[config.mk]
export PLATFORM = sky130hd
export DESIGN_NAME = system_timer_compare_channels_core
export DESIGN_NICKNAME = d
export VERILOG_FILES = /design/src/hw/rtl/stmc_pkg.sv /design/src/hw/rtl/stmc_exec.sv /design/src/hw/rtl/system_timer_compare_channels_core.sv
export SDC_FILE = /design/constraint.sdc
export NUM_CORES = 1
export LEC_CHECK = 0
export CORE_MARGIN = 2
export CORE_UTILIZATION = 58
export CTS_CLUSTER_DIAMETER = 150
export CTS_CLUSTER_SIZE = 16
export DETAILED_ROUTE_END_ITERATION = 10
export DONT_BUFFER_PORTS = 1
export PLACE_DENSITY_LB_ADDON = 0.3
export SETUP_SLACK_MARGIN = 0.15
export SYNTH_ARGS = -nofsm -noshare
export SYNTH_HDL_FRONTEND = slang
export SYNTH_SLANG_ARGS = --single-unit
[constraint.sdc]
create_clock -name clk -period 3.8 [get_ports clk]
set_input_delay 0.38 -clock clk [delete_from_list [all_inputs] [get_ports clk]]
set_output_delay 0.38 -clock clk [all_outputs]
set_load 0.01 [all_outputs]
[src/hw/rtl/stmc_pkg.sv]
// Shared types and constants for the system timer compare channels block.
// Holds the operation codes, register map codes and the command and result
// words passed between the top level and the execute unit. No dependencies.
package stmc_pkg;

  // Operation codes carried by the input word
  typedef enum logic [1:0] {
    OP_TICK  = 2'd0,
    OP_READ  = 2'd1,
    OP_WRITE = 2'd2
  } opcode_t;

  localparam int IDX_W  = 5;
  localparam int DATA_W = 32;
  localparam int IRQ_W  = 4;
  localparam int CH_W   = 3;
  localparam int PSC_W  = 8;

  // Register map: base words and per-channel slots
  localparam logic [IDX_W-1:0] REG_CTRL  = 5'd0;
  localparam logic [IDX_W-1:0] REG_COUNT = 5'd1;
  localparam logic [1:0] SLOT_EN   = 2'd0;
  localparam logic [1:0] SLOT_FLAG = 2'd1;
  localparam logic [1:0] SLOT_CMP  = 2'd2;

  // Control word bit positions
  localparam int CTRL_TEN_BIT = 0;
  localparam int CTRL_FRZ_BIT = 1;
  localparam int CTRL_CSL_BIT = 4;
  localparam int CTRL_PSC_LSB = 8;

  typedef struct packed {
    logic [1:0]        opcode;
    logic [IDX_W-1:0]  reg_index;
    logic [DATA_W-1:0] write_data;
  } cmd_t;

  typedef struct packed {
    logic [DATA_W-1:0] read_data;
    logic [IRQ_W-1:0]  irq_lines;
  } res_t;

endpackage

[src/hw/rtl/stmc_exec.sv]
// Execute unit: timer state, prescaler, counter and compare channels.
// Applies one command word per strobe and forms its result word.
// Depends on stmc_pkg.
module stmc_exec
  import stmc_pkg::*;
#(
  parameter int CHANNELS = 4
) (
  input  logic clk,
  input  logic rst_n,
  input  logic exe_en,
  input  cmd_t cmd,
  output res_t res
);

  logic              ten_r, ten_nxt;
  logic              frz_r, frz_nxt;
  logic              csl_r, csl_nxt;
  logic [PSC_W-1:0]  psc_val_r, psc_val_nxt;
  logic [PSC_W-1:0]  psc_cnt_r, psc_cnt_nxt;
  logic [DATA_W-1:0] count_r, count_nxt;
  logic [DATA_W-1:0] count_inc;
  logic              en_r   [CHANNELS];
  logic              en_nxt [CHANNELS];
  logic              flag_r   [CHANNELS];
  logic              flag_nxt [CHANNELS];
  logic [DATA_W-1:0] cmp_r   [CHANNELS];
  logic [DATA_W-1:0] cmp_nxt [CHANNELS];

  opcode_t           op;
  logic [1:0]        slot;
  logic [CH_W-1:0]   ch;
  logic              ch_ok;
  logic [DATA_W-1:0] rd;
  logic [DATA_W-1:0] ch_rd;
  logic [IRQ_W-1:0]  irq;

  // Decode the word index into channel and slot
  assign op        = opcode_t'(cmd.opcode);
  assign slot      = cmd.reg_index[1:0];
  assign ch        = CH_W'(cmd.reg_index[4:2] - 3'd1);
  assign ch_ok     = (cmd.reg_index[4:2] != 3'd0) && ({1'b0, ch} < 4'(CHANNELS));
  assign count_inc = count_r + 32'd1;

  // Next state for ticks and writes
  always_comb begin
    ten_nxt     = ten_r;
    frz_nxt     = frz_r;
    csl_nxt     = csl_r;
    psc_val_nxt = psc_val_r;
    psc_cnt_nxt = psc_cnt_r;
    count_nxt   = count_r;
    for (int n = 0; n < CHANNELS; n++) begin
      en_nxt[n]   = en_r[n];
      flag_nxt[n] = flag_r[n];
      cmp_nxt[n]  = cmp_r[n];
    end
    case (op)
      OP_TICK: begin
        if (ten_r) begin
          if (psc_cnt_r >= psc_val_r) begin
            psc_cnt_nxt = '0;
            count_nxt   = count_inc;
            for (int n = 0; n < CHANNELS; n++) begin
              if (en_r[n] && (cmp_r[n] == count_inc)) flag_nxt[n] = 1'b1;
            end
          end else begin
            psc_cnt_nxt = psc_cnt_r + 8'd1;
          end
        end
      end
      OP_WRITE: begin
        if (cmd.reg_index == REG_CTRL) begin
          ten_nxt     = cmd.write_data[CTRL_TEN_BIT];
          frz_nxt     = cmd.write_data[CTRL_FRZ_BIT];
          csl_nxt     = cmd.write_data[CTRL_CSL_BIT];
          psc_val_nxt = cmd.write_data[CTRL_PSC_LSB +: PSC_W];
        end else if (cmd.reg_index == REG_COUNT) begin
          count_nxt = cmd.write_data;
        end else if (ch_ok) begin
          for (int n = 0; n < CHANNELS; n++) begin
            if (ch == CH_W'(n)) begin
              case (slot)
                SLOT_EN:   en_nxt[n] = cmd.write_data[0];
                SLOT_FLAG: if (cmd.write_data[0]) flag_nxt[n] = 1'b0;
                SLOT_CMP:  cmp_nxt[n] = cmd.write_data;
                default:   ;
              endcase
            end
          end
        end
      end
      default: ;
    endcase
  end

  // Read mux over the current state
  always_comb begin
    ch_rd = '0;
    for (int n = 0; n < CHANNELS; n++) begin
      if (ch == CH_W'(n)) begin
        case (slot)
          SLOT_EN:   ch_rd = {31'd0, en_r[n]};
          SLOT_FLAG: ch_rd = {31'd0, flag_r[n]};
          SLOT_CMP:  ch_rd = cmp_r[n];
          default:   ch_rd = '0;
        endcase
      end
    end
    rd = '0;
    if (op == OP_READ) begin
      if (cmd.reg_index == REG_CTRL) begin
        rd[CTRL_TEN_BIT]               = ten_r;
        rd[CTRL_FRZ_BIT]               = frz_r;
        rd[CTRL_CSL_BIT]               = csl_r;
        rd[CTRL_PSC_LSB +: PSC_W]      = psc_val_r;
      end else if (cmd.reg_index == REG_COUNT) begin
        rd = count_r;
      end else if (ch_ok) begin
        rd = ch_rd;
      end
    end
  end

  // Interrupt lines sampled after this word's effect
  always_comb begin
    irq = '0;
    for (int n = 0; n < CHANNELS && n < IRQ_W; n++) begin
      irq[n] = flag_nxt[n] & en_nxt[n];
    end
  end

  assign res.read_data = rd;
  assign res.irq_lines = irq;

  // Commit state on each executed word
  always_ff @(posedge clk) begin
    if (!rst_n) begin
      ten_r     <= 1'b0;
      frz_r     <= 1'b0;
      csl_r     <= 1'b0;
      psc_val_r <= '0;
      psc_cnt_r <= '0;
      count_r   <= '0;
      for (int n = 0; n < CHANNELS; n++) begin
        en_r[n]   <= 1'b0;
        flag_r[n] <= 1'b0;
        cmp_r[n]  <= '0;
      end
    end else if (exe_en) begin
      ten_r     <= ten_nxt;
      frz_r     <= frz_nxt;
      csl_r     <= csl_nxt;
      psc_val_r <= psc_val_nxt;
      psc_cnt_r <= psc_cnt_nxt;
      count_r   <= count_nxt;
      for (int n = 0; n < CHANNELS; n++) begin
        en_r[n]   <= en_nxt[n];
        flag_r[n] <= flag_nxt[n];
        cmp_r[n]  <= cmp_nxt[n];
      end
    end
  end

endmodule

[src/hw/rtl/system_timer_compare_channels_core.sv]
// System timer with a 32-bit wrapping counter, 8-bit prescaler and compare
// channels. Every input word is a clock tick, a register read or a register
// write; every input word yields exactly one result word.
//
// Input channel: in_valid/in_ready with in_opcode, in_reg_index, in_write_data.
// Result channel: out_valid/out_ready with out_read_data (register contents
// for reads, zero otherwise) and out_irq_lines (enabled flags after the word).
//
// Path: a word passes through the input register and then the result register,
// from which out_* shows its result word until it is taken. Throughput: one
// word per cycle, limited only by the result register being taken.
//
// When the receiver stalls, the result register holds and the input register
// holds its word, so in_ready drops once both are full. Words are executed in
// order and state changes only when a word moves into the result register.
//
// Reset (synchronous, rst_n low) clears both pipeline valids and all timer
// state: control, prescaler, counter, enables, flags and compare words.
// Depends on stmc_pkg and stmc_exec.
module system_timer_compare_channels_core
  import stmc_pkg::*;
#(
  parameter int CHANNELS = 4
) (
  input  logic                clk,
  input  logic                rst_n,
  input  logic                in_valid,
  output logic                in_ready,
  input  logic [1:0]          in_opcode,
  input  logic [IDX_W-1:0]    in_reg_index,
  input  logic [DATA_W-1:0]   in_write_data,
  output logic                out_valid,
  input  logic                out_ready,
  output logic [DATA_W-1:0]   out_read_data,
  output logic [IRQ_W-1:0]    out_irq_lines
);

  logic s1_valid_r;
  cmd_t s1_cmd_r;
  logic out_valid_r;
  res_t out_res_r;
  res_t exe_res;
  logic adv;
  logic exe_fire;

  // Advance the pipeline when the result register is free or being taken
  assign adv      = !out_valid_r || out_ready;
  assign in_ready = !s1_valid_r || adv;
  assign exe_fire = s1_valid_r && adv;

  // Input register
  always_ff @(posedge clk) begin
    if (!rst_n) begin
      s1_valid_r <= 1'b0;
    end else if (in_ready) begin
      s1_valid_r <= in_valid;
    end
  end

  always_ff @(posedge clk) begin
    if (in_ready && in_valid) begin
      s1_cmd_r.opcode     <= in_opcode;
      s1_cmd_r.reg_index  <= in_reg_index;
      s1_cmd_r.write_data <= in_write_data;
    end
  end

  stmc_exec #(
    .CHANNELS(CHANNELS)
  ) u_exec (
    .clk    (clk),
    .rst_n  (rst_n),
    .exe_en (exe_fire),
    .cmd    (s1_cmd_r),
    .res    (exe_res)
  );

  // Result register
  always_ff @(posedge clk) begin
    if (!rst_n) begin
      out_valid_r <= 1'b0;
    end else if (adv) begin
      out_valid_r <= s1_valid_r;
    end
  end

  always_ff @(posedge clk) begin
    if (exe_fire) begin
      out_res_r <= exe_res;
    end
  end

  assign out_valid     = out_valid_r;
  assign out_read_data = out_res_r.read_data;
  assign out_irq_lines = out_res_r.irq_lines;

endmodule

==> flow_summary.toml <==
[placed_design]
place_ws_ns = 0.1918
gp_congestion = 1.078
post_dp_cell_area_um2 = 16250
portBuffers = 0
dp_hpwl_mm = 39.14

[timing]
slew_violations = 0
rsz0062_at_grt = "false"
tightest_slew_ns = 1.161
hold_slack_ns = 0.01698
setup_viol = 0
skew_ns = 0.03554
setup_slack_ns = 0.2688
relSlewSlack_pct = 22.59
setup-tns-final_ns = 0
period_needed_ns = 3.531
min_period_over_period_pct = 92.93
fmax_mhz = 283.2
hold_violations = 0

[flow_run]
drv_cap = 0

[setup_path]
arrival_ns = 3.89
start_kind = "flip-flop"
crit_path_end = "u_exec.flag_r[3]"
cp-startpoint = "u_exec.count_r[1]"
required_ns = 4.16
path_class = "flip-flop to flip-flop"
rrSetupSlack_ns = 0.27
end_kind = "flip-flop"
cp_max_fo = 8
ff2ff_path_depth = 9
r2r_end = "u_exec.flag_r[3]"
timing.rr.start = "u_exec.count_r[1]"

[global_route]
antenna_found_initial = 1
grt_pass1_vias = 12670
overflow = 0
grt_pass1_wl_mm = 82.10
grt_max_degree = 109
track_usage_pct = 39.33

[yosys]
avgSynthCellArea_um2 = 10.11
synth.top_cells.by_area = "edfxtp_1, dfxtp_1, xnor2_1, a22oi_1, and3_1"
synth_edf_count = 205
ys_seq_area_share_pct = 47.18
synth_seq_cells = 264
synth_top_family_by_area = "simple AND/OR/NAND/NOR gates"
synth-async-reset-ratio_pct = 0
muxShareOfSynthArea_pct = 4.562
syn_nets = 1591
synth_compound_area_share_pct = 14.62
netlist_instances = 1538
synth_warnings = 0
ys.flop_type = "edfxtp_1"
syn_area_um2 = 15550
synth_xor_area_share_pct = 9.767
synth.top_cell.area_share_pct = 39.58
synth_common_cells = "edfxtp_1, nand2_1, clkbuf_1"
synth-simple-area-share_pct = 19.24
synth_area_leader_cell = "edfxtp_1"
ys_types = 78
synth_most_common_cell = "edfxtp_1"
synth_fa_ha_area_share_pct = 0.8045

[final_layout]
regArea_um2 = 7337
antennaDiodeCount = 0
nFillCells = 2021
multi_input_area_um2 = 7724
layout-drive-gt1-share_pct = 10.79
nNetsFinal = 1615
syn_to_final_growth_pct = 11.10
fin_area_um2 = 17280

[floorplan]
core_area_um2 = 26210
fp-row-count = 59
dieWidth_um = 167.8
ioPinCount = 81
dieArea_um2 = 28140
die_h_um = 167.8
start_util_pct = 59.35

[routing]
viasPerCell = 6.957
drc = 0
firstDrtPassIters = 8
vias = 13290
drt-total-wl_mm = 55.95
ant_nets = 0
drt-initial-drc-count = 2024
drt-wirelength-per-cell_um = 29.28

[clock_network]
cts_tree = "built"
clock-root-buffer = "clkbuf_16"
clk_pin_slew_worst_paths_ns = 0.09
clock-sinks = 264
cts_max_level = 1
numCtsBuffers = 20
cts_buffer_depth = 3
clk_latency_ns = 0.54

[power]
pwr-share-seq_pct = 56.7
p_per_area_nw_per_um2 = 343.5
p_int_mw = 4.475
combPwrFrac_pct = 8.9
clkPwrFrac_pct = 34.4
p_sw_share_pct = 24.61
ir_drop_mv = 0.4939
p_sw_mw = 1.461
p_leak_nw = 6.070
power_mw = 5.936

[status]
outcome = "complete, no violations"

[min_path]
hold_path_class = "primary input to flip-flop"
cell usage in the layout (no fill, tap or decap), types with 52 or more instances in the layout:
master,instances
xnor2_1,86
nor2_1,96
nor2b_1,52
a22oi_1,79
buf_4,94
nand2_1,121
dfxtp_1,59
o21ai_0,90
and3_1,81
edfxtp_1,205
layout make-up:
cell class | count | share of cell area [%]
well taps | 335 | 2.426
multi-input cells | 1120 | 44.70
flip-flops and latches | 264 | 42.46
clock buffers | 35 | 3.345
repair buffers | 136 | 6.575
inverters | 20 | 0.4417
clock inverters | 1 | 0.05069
per-stage QoR:
step,cells,util [%]
after detailed placement,1834,62.01
after global placement,1834,62.01
after floorplan,1538,-
final,1911,65.93
after global routing,1911,65.93
after CTS,1911,65.82
power by group through the flow:
stage	clock [mW]	sequential (mW)	combinational [mW]
2_1_floorplan	0	3.37	0.327
3_3_place_gp	0	3.42	0.467
3_5_place_dp	0	3.42	0.473
4_1_cts	2.05	3.36	0.513
5_1_grt	2.15	3.37	0.553
6_report	2.04	3.36	0.528
how the worst min path moves through the flow:
| stage | from | end | slack (ns) | cells after the start |
|---|---|---|---|---|
| after CTS | rst_n | u_exec.frz_r | 0.002 | 1 |
| after detailed placement | in_write_data[13] | s1_cmd_r[13] | 0.48 | 0 |
| final | rst_n | u_exec.psc_val_r[7] | 0.02 | 1 |
| after global routing | rst_n | u_exec.psc_cnt_r[1] | 0.02 | 1 |
| after global placement | in_write_data[8] | s1_cmd_r[8] | 0.48 | 0 |
| after floorplan | in_write_data[0] | s1_cmd_r[0] | 0.48 | 0 |
kinds of logic after synthesis:
| logic type | Yosys count |
|---|---|
| compound gates | 339 |
| xor+xnor | 142 |
| fa+ha+maj | 10 |
| buf+inv | 154 |
| flops | 264 |
| mux | 67 |
| simple gates | 562 |
repair_timing:
| action | in CTS | in global routing |
|---|---|---|
| pin swaps | 0 | 0 |
| endpoints found under the hold margin | 55 | 0 |
| setup buffers | 0 | 0 |
| resized for setup | 1 | 4 |
| hold buffers | 41 | 0 |
| endpoints found under the setup margin | 1 | 4 |
state kept, by name, indices dropped and copies added, names as in the netlist:
signal and flops:
s1_cmd_r 39, u_exec.count_r 32, u_exec.frz_r 1, s1_valid_r 1, out_irq_lines 4, u_exec.csl_r 1, u_exec.psc_val_r 8, out_valid 1
u_exec.ten_r 1, out_read_data 32, u_exec.psc_cnt_r 8, u_exec.flag_r 4, u_exec.en_r 4, u_exec.cmp_r 128
worst max-delay path: stages, from the launching register on:
cell and delay, ns:
dfxtp_1 0.49, ha_4 0.23, and3_1 0.21, nand2_1 0.15, or4_1 0.64, a21oi_2 0.17, o21ai_1 0.13, or4_1 0.57
or4_1 0.58, a21oi_1 0.18
layer usage:
layer / GRT usage, % / part of all wire (%)
met5: 0 / 0.020
met4: 12.17 / 3.3
met3: 9.265 / 11
met2: 59.29 / 44
met1: 56.55 / 41
Power figures use the tool's default switching activity.
